[src/rtl/mbrtu_pkg.sv]
// ----------------------------------------------------------------------------
// Modbus RTU response framer package
// Word types, frame constants and the byte-wide CRC-16 update shared by the
// framer.
// ----------------------------------------------------------------------------
package mbrtu_pkg;

  // Input word: a response header or one read data byte.
  typedef struct packed {
    logic        op;
    logic [6:0]  func_code;
    logic [7:0]  exception_code;
    logic [15:0] start_address;
    logic [15:0] count_or_value;
    logic [7:0]  data_byte;
  } req_word_t;

  // Output word: one byte of the frame.
  typedef struct packed {
    logic [7:0] out_byte;
    logic       frame_last;
  } rsp_word_t;

  // Input word kinds.
  localparam logic OP_HEADER = 1'b0;
  localparam logic OP_DATA   = 1'b1;

  // Frame constants.
  localparam logic [7:0]  EXC_FLAG    = 8'h80;
  localparam logic [7:0]  COUNT_MAX   = 8'd250;
  localparam logic [15:0] CRC_INIT    = 16'hFFFF;
  localparam logic [15:0] CRC_POLY    = 16'hA001;
  localparam logic [7:0]  SLAVE_RESET = 8'd1;

  // Function codes that open a read response.
  localparam logic [6:0] FC_READ_FIRST = 7'd1;
  localparam logic [6:0] FC_READ_COILS = 7'd2;
  localparam logic [6:0] FC_READ_LAST  = 7'd4;

  // Frame buffer: the longest header-built run of covered bytes (write echo).
  localparam int unsigned BUF_DEPTH = 6;
  localparam int unsigned CNT_W     = $clog2(BUF_DEPTH + 1);

  // Number of CRC bytes appended to a frame.
  localparam logic [1:0] CRC_BYTES = 2'd2;

  // One byte of the reflected Modbus CRC-16, eight shift steps unrolled.
  function automatic logic [15:0] crc_byte(input logic [15:0] c, input logic [7:0] b);
    logic [15:0] r;
    r = c ^ {8'h00, b};
    for (int i = 0; i < 8; i++) begin
      if (r[0]) begin
        r = (r >> 1) ^ CRC_POLY;
      end else begin
        r = r >> 1;
      end
    end
    return r;
  endfunction

endpackage

[src/rtl/modbus_rtu_response_framer.sv]
// The first byte of an accepted word is loaded into the frame buffer and then registered
// into rsp_word. Throughput: one frame byte per cycle while rsp is not stalled; the next
// word is taken in the cycle its last byte moves on. A dropped data word gives no bytes.
// Reset (rst, synchronous, active high) empties the serialiser and output register,
// sets the CRC to 0xFFFF, clears the read-frame tracking and sets slave_address to 1.
// ----------------------------------------------------------------------------
// Modbus RTU response framer
// Turns header and data words into a Modbus RTU response byte stream with the
// CRC-16 appended, computing the CRC one byte per cycle as bytes leave, unless rsp stalls.
// ----------------------------------------------------------------------------
module modbus_rtu_response_framer (
  input  logic                 clk,
  input  logic                 rst,
  input  logic                 cfg_we,
  input  logic [7:0]           cfg_wdata,
  input  logic                 req_valid,
  output logic                 req_ready,
  input  mbrtu_pkg::req_word_t req_word,
  output logic                 rsp_valid,
  input  logic                 rsp_ready,
  output mbrtu_pkg::rsp_word_t rsp_word
);
  import mbrtu_pkg::*;

  // Configuration and read-frame tracking.
  logic [7:0] slave_address;
  logic       in_read_frame;
  logic       in_read_frame_next;
  logic [7:0] data_bytes_left;
  logic [7:0] data_bytes_left_next;

  // Byte serialiser.
  logic [7:0]       frame_buf [BUF_DEPTH];
  logic [7:0]       ld_buf    [BUF_DEPTH];
  logic [CNT_W-1:0] data_cnt;
  logic [CNT_W-1:0] data_cnt_next;
  logic [CNT_W-1:0] ld_data_cnt;
  logic [1:0]       crc_left;
  logic [1:0]       crc_left_next;
  logic [1:0]       ld_crc_left;
  logic [15:0]      crc;
  logic [15:0]      crc_next;
  logic             ld_header;

  // Handshake and output register.
  logic      accept;
  logic      busy;
  logic      out_free;
  logic      emit;
  logic      last_emit;
  logic      rsp_valid_next;
  rsp_word_t emit_word;

  // Byte count of a read response.
  logic [13:0] coil_cnt;
  logic [16:0] reg_cnt;
  logic [7:0]  byte_cnt;
  logic        is_read;

  assign busy      = (data_cnt != '0) || (crc_left != '0);
  assign out_free  = !rsp_valid || rsp_ready;
  assign emit      = busy && out_free;
  assign last_emit = ((data_cnt == CNT_W'(1)) && (crc_left == '0)) ||
                     ((data_cnt == '0) && (crc_left == 2'd1));
  assign req_ready = !busy || (out_free && last_emit);
  assign accept    = req_valid && req_ready;

  // Byte count: ceil(n/8) for coils and inputs, 2n for registers, capped.
  always_comb begin
    coil_cnt = {1'b0, req_word.count_or_value[15:3]} +
               {13'd0, |req_word.count_or_value[2:0]};
    reg_cnt  = {req_word.count_or_value, 1'b0};
    is_read  = (req_word.func_code >= FC_READ_FIRST) &&
               (req_word.func_code <= FC_READ_LAST);
    if (req_word.func_code <= FC_READ_COILS) begin
      byte_cnt = (coil_cnt > 14'(COUNT_MAX)) ? COUNT_MAX : coil_cnt[7:0];
    end else begin
      byte_cnt = (reg_cnt > 17'(COUNT_MAX)) ? COUNT_MAX : reg_cnt[7:0];
    end
  end

  // Decode of the input word into a run of covered bytes and a CRC tail.
  always_comb begin
    for (int i = 0; i < BUF_DEPTH; i++) begin
      ld_buf[i] = 8'h00;
    end
    ld_data_cnt          = '0;
    ld_crc_left          = '0;
    ld_header            = 1'b0;
    in_read_frame_next   = in_read_frame;
    data_bytes_left_next = data_bytes_left;
    if (req_word.op == OP_DATA) begin
      if (in_read_frame) begin
        ld_buf[0]            = req_word.data_byte;
        ld_data_cnt          = CNT_W'(1);
        data_bytes_left_next = data_bytes_left - 8'd1;
        if (data_bytes_left == 8'd1) begin
          ld_crc_left        = CRC_BYTES;
          in_read_frame_next = 1'b0;
        end
      end
    end else begin
      ld_header            = 1'b1;
      in_read_frame_next   = 1'b0;
      data_bytes_left_next = 8'd0;
      ld_buf[0]            = slave_address;
      if (req_word.exception_code != 8'h00) begin
        ld_buf[1]   = EXC_FLAG | {1'b0, req_word.func_code};
        ld_buf[2]   = req_word.exception_code;
        ld_data_cnt = CNT_W'(3);
        ld_crc_left = CRC_BYTES;
      end else if (is_read) begin
        ld_buf[1]   = {1'b0, req_word.func_code};
        ld_buf[2]   = byte_cnt;
        ld_data_cnt = CNT_W'(3);
        if (byte_cnt == 8'd0) begin
          ld_crc_left = CRC_BYTES;
        end else begin
          in_read_frame_next   = 1'b1;
          data_bytes_left_next = byte_cnt;
        end
      end else begin
        ld_buf[1]   = {1'b0, req_word.func_code};
        ld_buf[2]   = req_word.start_address[15:8];
        ld_buf[3]   = req_word.start_address[7:0];
        ld_buf[4]   = req_word.count_or_value[15:8];
        ld_buf[5]   = req_word.count_or_value[7:0];
        ld_data_cnt = CNT_W'(BUF_DEPTH);
        ld_crc_left = CRC_BYTES;
      end
    end
  end

  // Serialiser step: covered bytes first, then CRC low and CRC high.
  always_comb begin
    emit_word     = '{out_byte: frame_buf[0], frame_last: 1'b0};
    crc_next      = crc;
    data_cnt_next = data_cnt;
    crc_left_next = crc_left;
    if (emit) begin
      if (data_cnt != '0) begin
        crc_next      = crc_byte(crc, frame_buf[0]);
        data_cnt_next = data_cnt - CNT_W'(1);
      end else if (crc_left == CRC_BYTES) begin
        emit_word.out_byte = crc[7:0];
        crc_left_next      = 2'd1;
      end else begin
        emit_word.out_byte   = crc[15:8];
        emit_word.frame_last = 1'b1;
        crc_next             = CRC_INIT;
        crc_left_next        = '0;
      end
    end
    if (accept) begin
      data_cnt_next = ld_data_cnt;
      crc_left_next = ld_crc_left;
      if (ld_header) begin
        crc_next = CRC_INIT;
      end
    end
  end

  // Output register valid: set on a byte moving in, cleared when taken.
  always_comb begin
    if (emit) begin
      rsp_valid_next = 1'b1;
    end else if (rsp_ready) begin
      rsp_valid_next = 1'b0;
    end else begin
      rsp_valid_next = rsp_valid;
    end
  end

  // Control registers.
  always_ff @(posedge clk) begin
    if (rst) begin
      slave_address   <= SLAVE_RESET;
      in_read_frame   <= 1'b0;
      data_bytes_left <= 8'd0;
      data_cnt        <= '0;
      crc_left        <= '0;
      crc             <= CRC_INIT;
      rsp_valid       <= 1'b0;
    end else begin
      if (cfg_we) begin
        slave_address <= cfg_wdata;
      end
      if (accept) begin
        in_read_frame   <= in_read_frame_next;
        data_bytes_left <= data_bytes_left_next;
      end
      data_cnt  <= data_cnt_next;
      crc_left  <= crc_left_next;
      crc       <= crc_next;
      rsp_valid <= rsp_valid_next;
    end
  end

  // Payload registers: frame buffer loads on accept, shifts one byte per covered byte sent.
  always_ff @(posedge clk) begin
    if (accept) begin
      frame_buf <= ld_buf;
    end else if (emit && (data_cnt != '0)) begin
      for (int i = 0; i < BUF_DEPTH - 1; i++) begin
        frame_buf[i] <= frame_buf[i+1];
      end
      frame_buf[BUF_DEPTH-1] <= 8'h00;
    end
    if (emit) begin
      rsp_word <= emit_word;
    end
  end

  // The serialiser never holds off a word while it has nothing left to send.
  a_ready_when_idle: assert property (@(posedge clk) disable iff (rst)
    !busy |-> req_ready)
    else $error("framer not ready while serialiser idle");

  // An open read frame always expects at least one more data byte.
  a_read_frame_count: assert property (@(posedge clk) disable iff (rst)
    in_read_frame |-> (data_bytes_left != 8'd0))
    else $error("open read frame with no data bytes left");

  // Sending the closing CRC byte restarts the CRC for the next frame.
  a_crc_restart: assert property (@(posedge clk) disable iff (rst)
    (emit && emit_word.frame_last) |=> (crc == CRC_INIT))
    else $error("CRC not restarted after frame end");

  // CRC bytes only follow once every covered byte has been sent.
  a_crc_after_data: assert property (@(posedge clk) disable iff (rst)
    (crc_left == 2'd1) |-> (data_cnt == '0))
    else $error("CRC tail mixed with pending data bytes");

endmodule
[config.mk]
export PLATFORM = sky130hd
export DESIGN_NAME = modbus_rtu_response_framer
export DESIGN_NICKNAME = d
export VERILOG_FILES = /design/src/rtl/mbrtu_pkg.sv /design/src/rtl/modbus_rtu_response_framer.sv
export SDC_FILE = /design/constraint.sdc
export NUM_CORES = 1
export LEC_CHECK = 0
export BUFFER_PORTS_ARGS = -buffer_cell sky130_fd_sc_hd__buf_2
export CAP_MARGIN = 20
export CORE_ASPECT_RATIO = 1.2
export CORE_MARGIN = 4
export CORE_UTILIZATION = 29
export DETAILED_ROUTE_END_ITERATION = 12
export GPL_ROUTABILITY_DRIVEN = 0
export HOLD_SLACK_MARGIN = 0.06
export SLEW_MARGIN = 20
export SYNTH_ARGS = -nofsm -noshare
export SYNTH_HDL_FRONTEND = slang
export SYNTH_SLANG_ARGS = --single-unit
[constraint.sdc]
create_clock -name clk -period 3.9 [get_ports clk]
set_input_delay 0.195 -clock clk [delete_from_list [all_inputs] [get_ports clk]]
set_output_delay 0.195 -clock clk [all_outputs]
set_load 0.1 [all_outputs]
==> results.yml <==
outcome:
  status: "finished clean"
critical_path:
  cp.required_ns: 4.12
  worstSetupPathType: "register to register"
  cp-end-kind: "register"
  crit_end: "data_bytes_left[3]$_SDFFE_PP0P_"
  timing.rr.start: "data_cnt[1]$_SDFFE_PP0P_"
  worstRegToRegCells: 9
  crit_chain: "inv_1 > ha_1 > nor2b_1 > a22oi_1 > or4b_2 > nor2_1 > o21ai_0 > a22oi_1 > nor2_1"
  reg2reg_slack_ns: 0.99
  rr_endpoint: "data_bytes_left[3]$_SDFFE_PP0P_"
  crit_arrival_ns: 3.14
  crit_fanout: 25
  cp-start-kind: "register"
  startpoint: "data_cnt[1]$_SDFFE_PP0P_"
  slowest_delay_ns: 0.95
  crit_slowest_cell: "or4b_2"
cts:
  clock_latency_ns: 0.35
  cts_root_buffer: "clkbuf_16"
  cts_sinks: 96
  cts_setup_buffers: 0
  cts_buffer_depth: 2
  htreeDepth: 3
  cts_tree: "yes"
  cts_buffers: 9
  clkTransAtPathRegs_ns: 0.07
placed_design:
  dpl.hpwl_mm: 9.51
  post_dp_cell_area_sq_mm: 0.00565
  port_buffers: 79
floorplan:
  start_util: 0.298
  io_pins: 80
  std_cell_rows: 52
  die_area_sq_mm: 0.0196
  core-area_sq_mm: 0.0170
  die_x_um: 129
  die_height_um: 153
timing:
  finClkSkew_ns: 0.00988
  min_period_ns: 2.91
  fmax_mhz: 343
  relSlewSlack: 0.319
  finalSetupViolations: 0
  maxSlewViolCount: 0
  tns_ns: 0
  tightest_slew_ns: 1.02
  finalCritPeriodShare: 0.747
  hold_ws_ns: 0.0834
  rsz0062_at_grt: "false"
  hold_violations: 0
routing:
  drt-initial-drc-count: 261
  wl_mm: 12.6
  via_count: 4059
  wl_per_cell_um: 15.8
  dr.pass1.iters: 4
  routed_via_density: 5.08
  ant_nets: 0
  drt_drc_violations_left: 0
grt:
  met1_usage: 0.165
  grt_start_max_net_pins: 34
  antenna_found_initial: 0
  use_met2: 0.214
  grt_pass1_wl_mm: 20.5
  use_met3: 0.0323
  grt.busiest_layer: "met2"
  gr-usage-all-layers: 0.131
  grt_overflow_total: 0
  first_global_vias: 4088
synth:
  synth_cell_types: 67
  synth_area_per_cell_sq_um: 9.94
  synthTopCellsByArea: "edfxtp_1 34%, dfxtp_1 15%, nand2_1 4.7%"
  ys_seq_elements: 96
  ys.warnings.count: 0
  async_flop_share: 0
  ys_seq_area_frac: 0.493
  syn_nets: 585
  yosysTopAreaCell: "edfxtp_1"
  synth_edf_count: 57
  ys_top_cells_by_count: "63 x nand2_1, 57 x edfxtp_1, 42 x o21ai_0, 39 x dfxtp_1, 37 x nor2_1"
  synth_most_common_cell: "nand2_1"
  syn_area_sq_mm: 0.00506
  syn_inst: 509
  synthFlopType: "edfxtp_1"
  yosysTopAreaCellShare: 0.338
layout:
  layout-drive-gt1-share: 0.214
  num-nets-final: 654
  postLayoutCellArea_sq_mm: 0.00596
  fillers: 1681
  area_growth_pct: 17.8
  n_antenna_cell: 0
power_and_ir_drop:
  p_clk_frac: 0.184
  ir_drop_v: 0.000279
  p_switching_mw: 2.03
  p_leak_nw: 2.23
  sw_frac_of_total: 0.411
  power_density_mw_per_mm2: 827
  p_seq_frac: 0.365
  combPwrFrac: 0.451
  p_int_mw: 2.90
worst_hold_path:
  hold_class: "primary input to register"
  hp-start: "cfg_wdata[6]"
  hold_depth: 3
flow_run:
  cap_violations: 0
power groups by stage:
stage | Sequential, mW | Clock [mW] | Combinational, mW
floorplan | 2.20 | 0 | 1.39
global placement | 1.81 | 0 | 2.20
detailed placement | 1.82 | 0 | 2.23
CTS | 1.80 | 0.931 | 2.24
global route | 1.84 | 0.977 | 2.45
finish | 1.80 | 0.910 | 2.22
cell usage in the layout (no fill, tap or decap), types with 8 or more instances in the layout:
master     count
nand3_1        8
o22ai_1       17
nand2b_1      11
nand2_1       62
buf_2         79
a22o_1        16
nor2b_1       12
nor3_1        12
nor2_1        37
o21ai_0       42
edfxtp_1      57
a21oi_1       28
xor2_1         8
xnor2_1       20
dfxtp_1       39
and2_1         8
mux2i_1       16
inv_1          9
clkbuf_16      9
timing repair:
item / CTS / global route
hold endpoints to repair: 1 / 0
hold buffers: 1 / 0
resized for setup: 0 / 0
through the flow:
| stage | std cells | utilization | setup slack [ns] | power, mW |
|---|---|---|---|---|
| floorplan | 509 | - | 0.461 | 3.59 |
| detailed placement | 782 | 0.332 | 0.758 | 4.05 |
| finish | 799 | 0.351 | 0.985 | 4.93 |
| global placement | 782 | 0.332 | 0.849 | 4.02 |
| CTS | 799 | 0.351 | 0.968 | 4.97 |
| global route | 799 | 0.351 | 0.781 | 5.27 |
registers in the layout (all words and copies together) (netlist names):
name and flops:
data_cnt 3, rsp_valid 1, crc_left 2, slave_address 8, frame_buf 48, crc 16
data_bytes_left 8, in_read_frame 1, rsp_word 9
worst min-delay path by stage:
| stage | end | slack, ns |
|---|---|---|
| floorplan | slave_address[0]$_SDFFE_PP1P_ | 0.32 |
| global placement | slave_address[0]$_SDFFE_PP1P_ | 0.40 |
| detailed placement | slave_address[0]$_SDFFE_PP1P_ | 0.41 |
| CTS | slave_address[6]$_SDFFE_PP0P_ | 0.07 |
| global route | slave_address[2]$_SDFFE_PP0P_ | 0.09 |
| finish | slave_address[6]$_SDFFE_PP0P_ | 0.08 |
final cells by class:
type | instances | area, sq um | share of cell area
Multi-Input combinational cell | 375 | 2390 | 0.401
Timing Repair Buffer | 87 | 470 | 0.0789
Clock inverter | 6 | 77.6 | 0.0130
Tap cell | 216 | 270 | 0.0453
Inverter | 9 | 33.8 | 0.00567
Clock buffer | 10 | 229 | 0.0384
Sequential cell | 96 | 2490 | 0.418
cell families (layout without fill, tap and decap cells):
kind of cell / Yosys count / after routing / synth area share
adder cells (fa/ha/maj): 7 / 7 / 0.0173
XOR/XNOR: 30 / 30 / 0.0561
flip-flops: 96 / 96 / 0.493
AND/OR/NAND/NOR: 182 / 182 / 0.178
buffers and inverters: 38 / 112 / 0.0364
AO/OA/AOI/OAI: 138 / 138 / 0.184
multiplexers: 18 / 18 / 0.0361
per-layer routing:
| layer | up-vias | share of wire |
|---|---|---|
| met4 | 0 | 0.025 |
| li1 | 1997 | - |
| met5 | - | 0 |
| met3 | 17 | 0.064 |
| met1 | 1918 | 0.43 |
| met2 | 127 | 0.48 |
critical path: cells and delay by family, from the launching register on:
| kind | cells | cell delay, ns |
|---|---|---|
| AOI/OAI and AO/OA | 3 | 0.48 |
| adders and majority gates | 1 | 0.15 |
| buffers and inverters | 1 | 0.09 |
| DFF | 1 | 0.31 |
| and+or+nand+nor | 4 | 1.73 |
No activity file was read; power rests on OpenSTA's default activity.
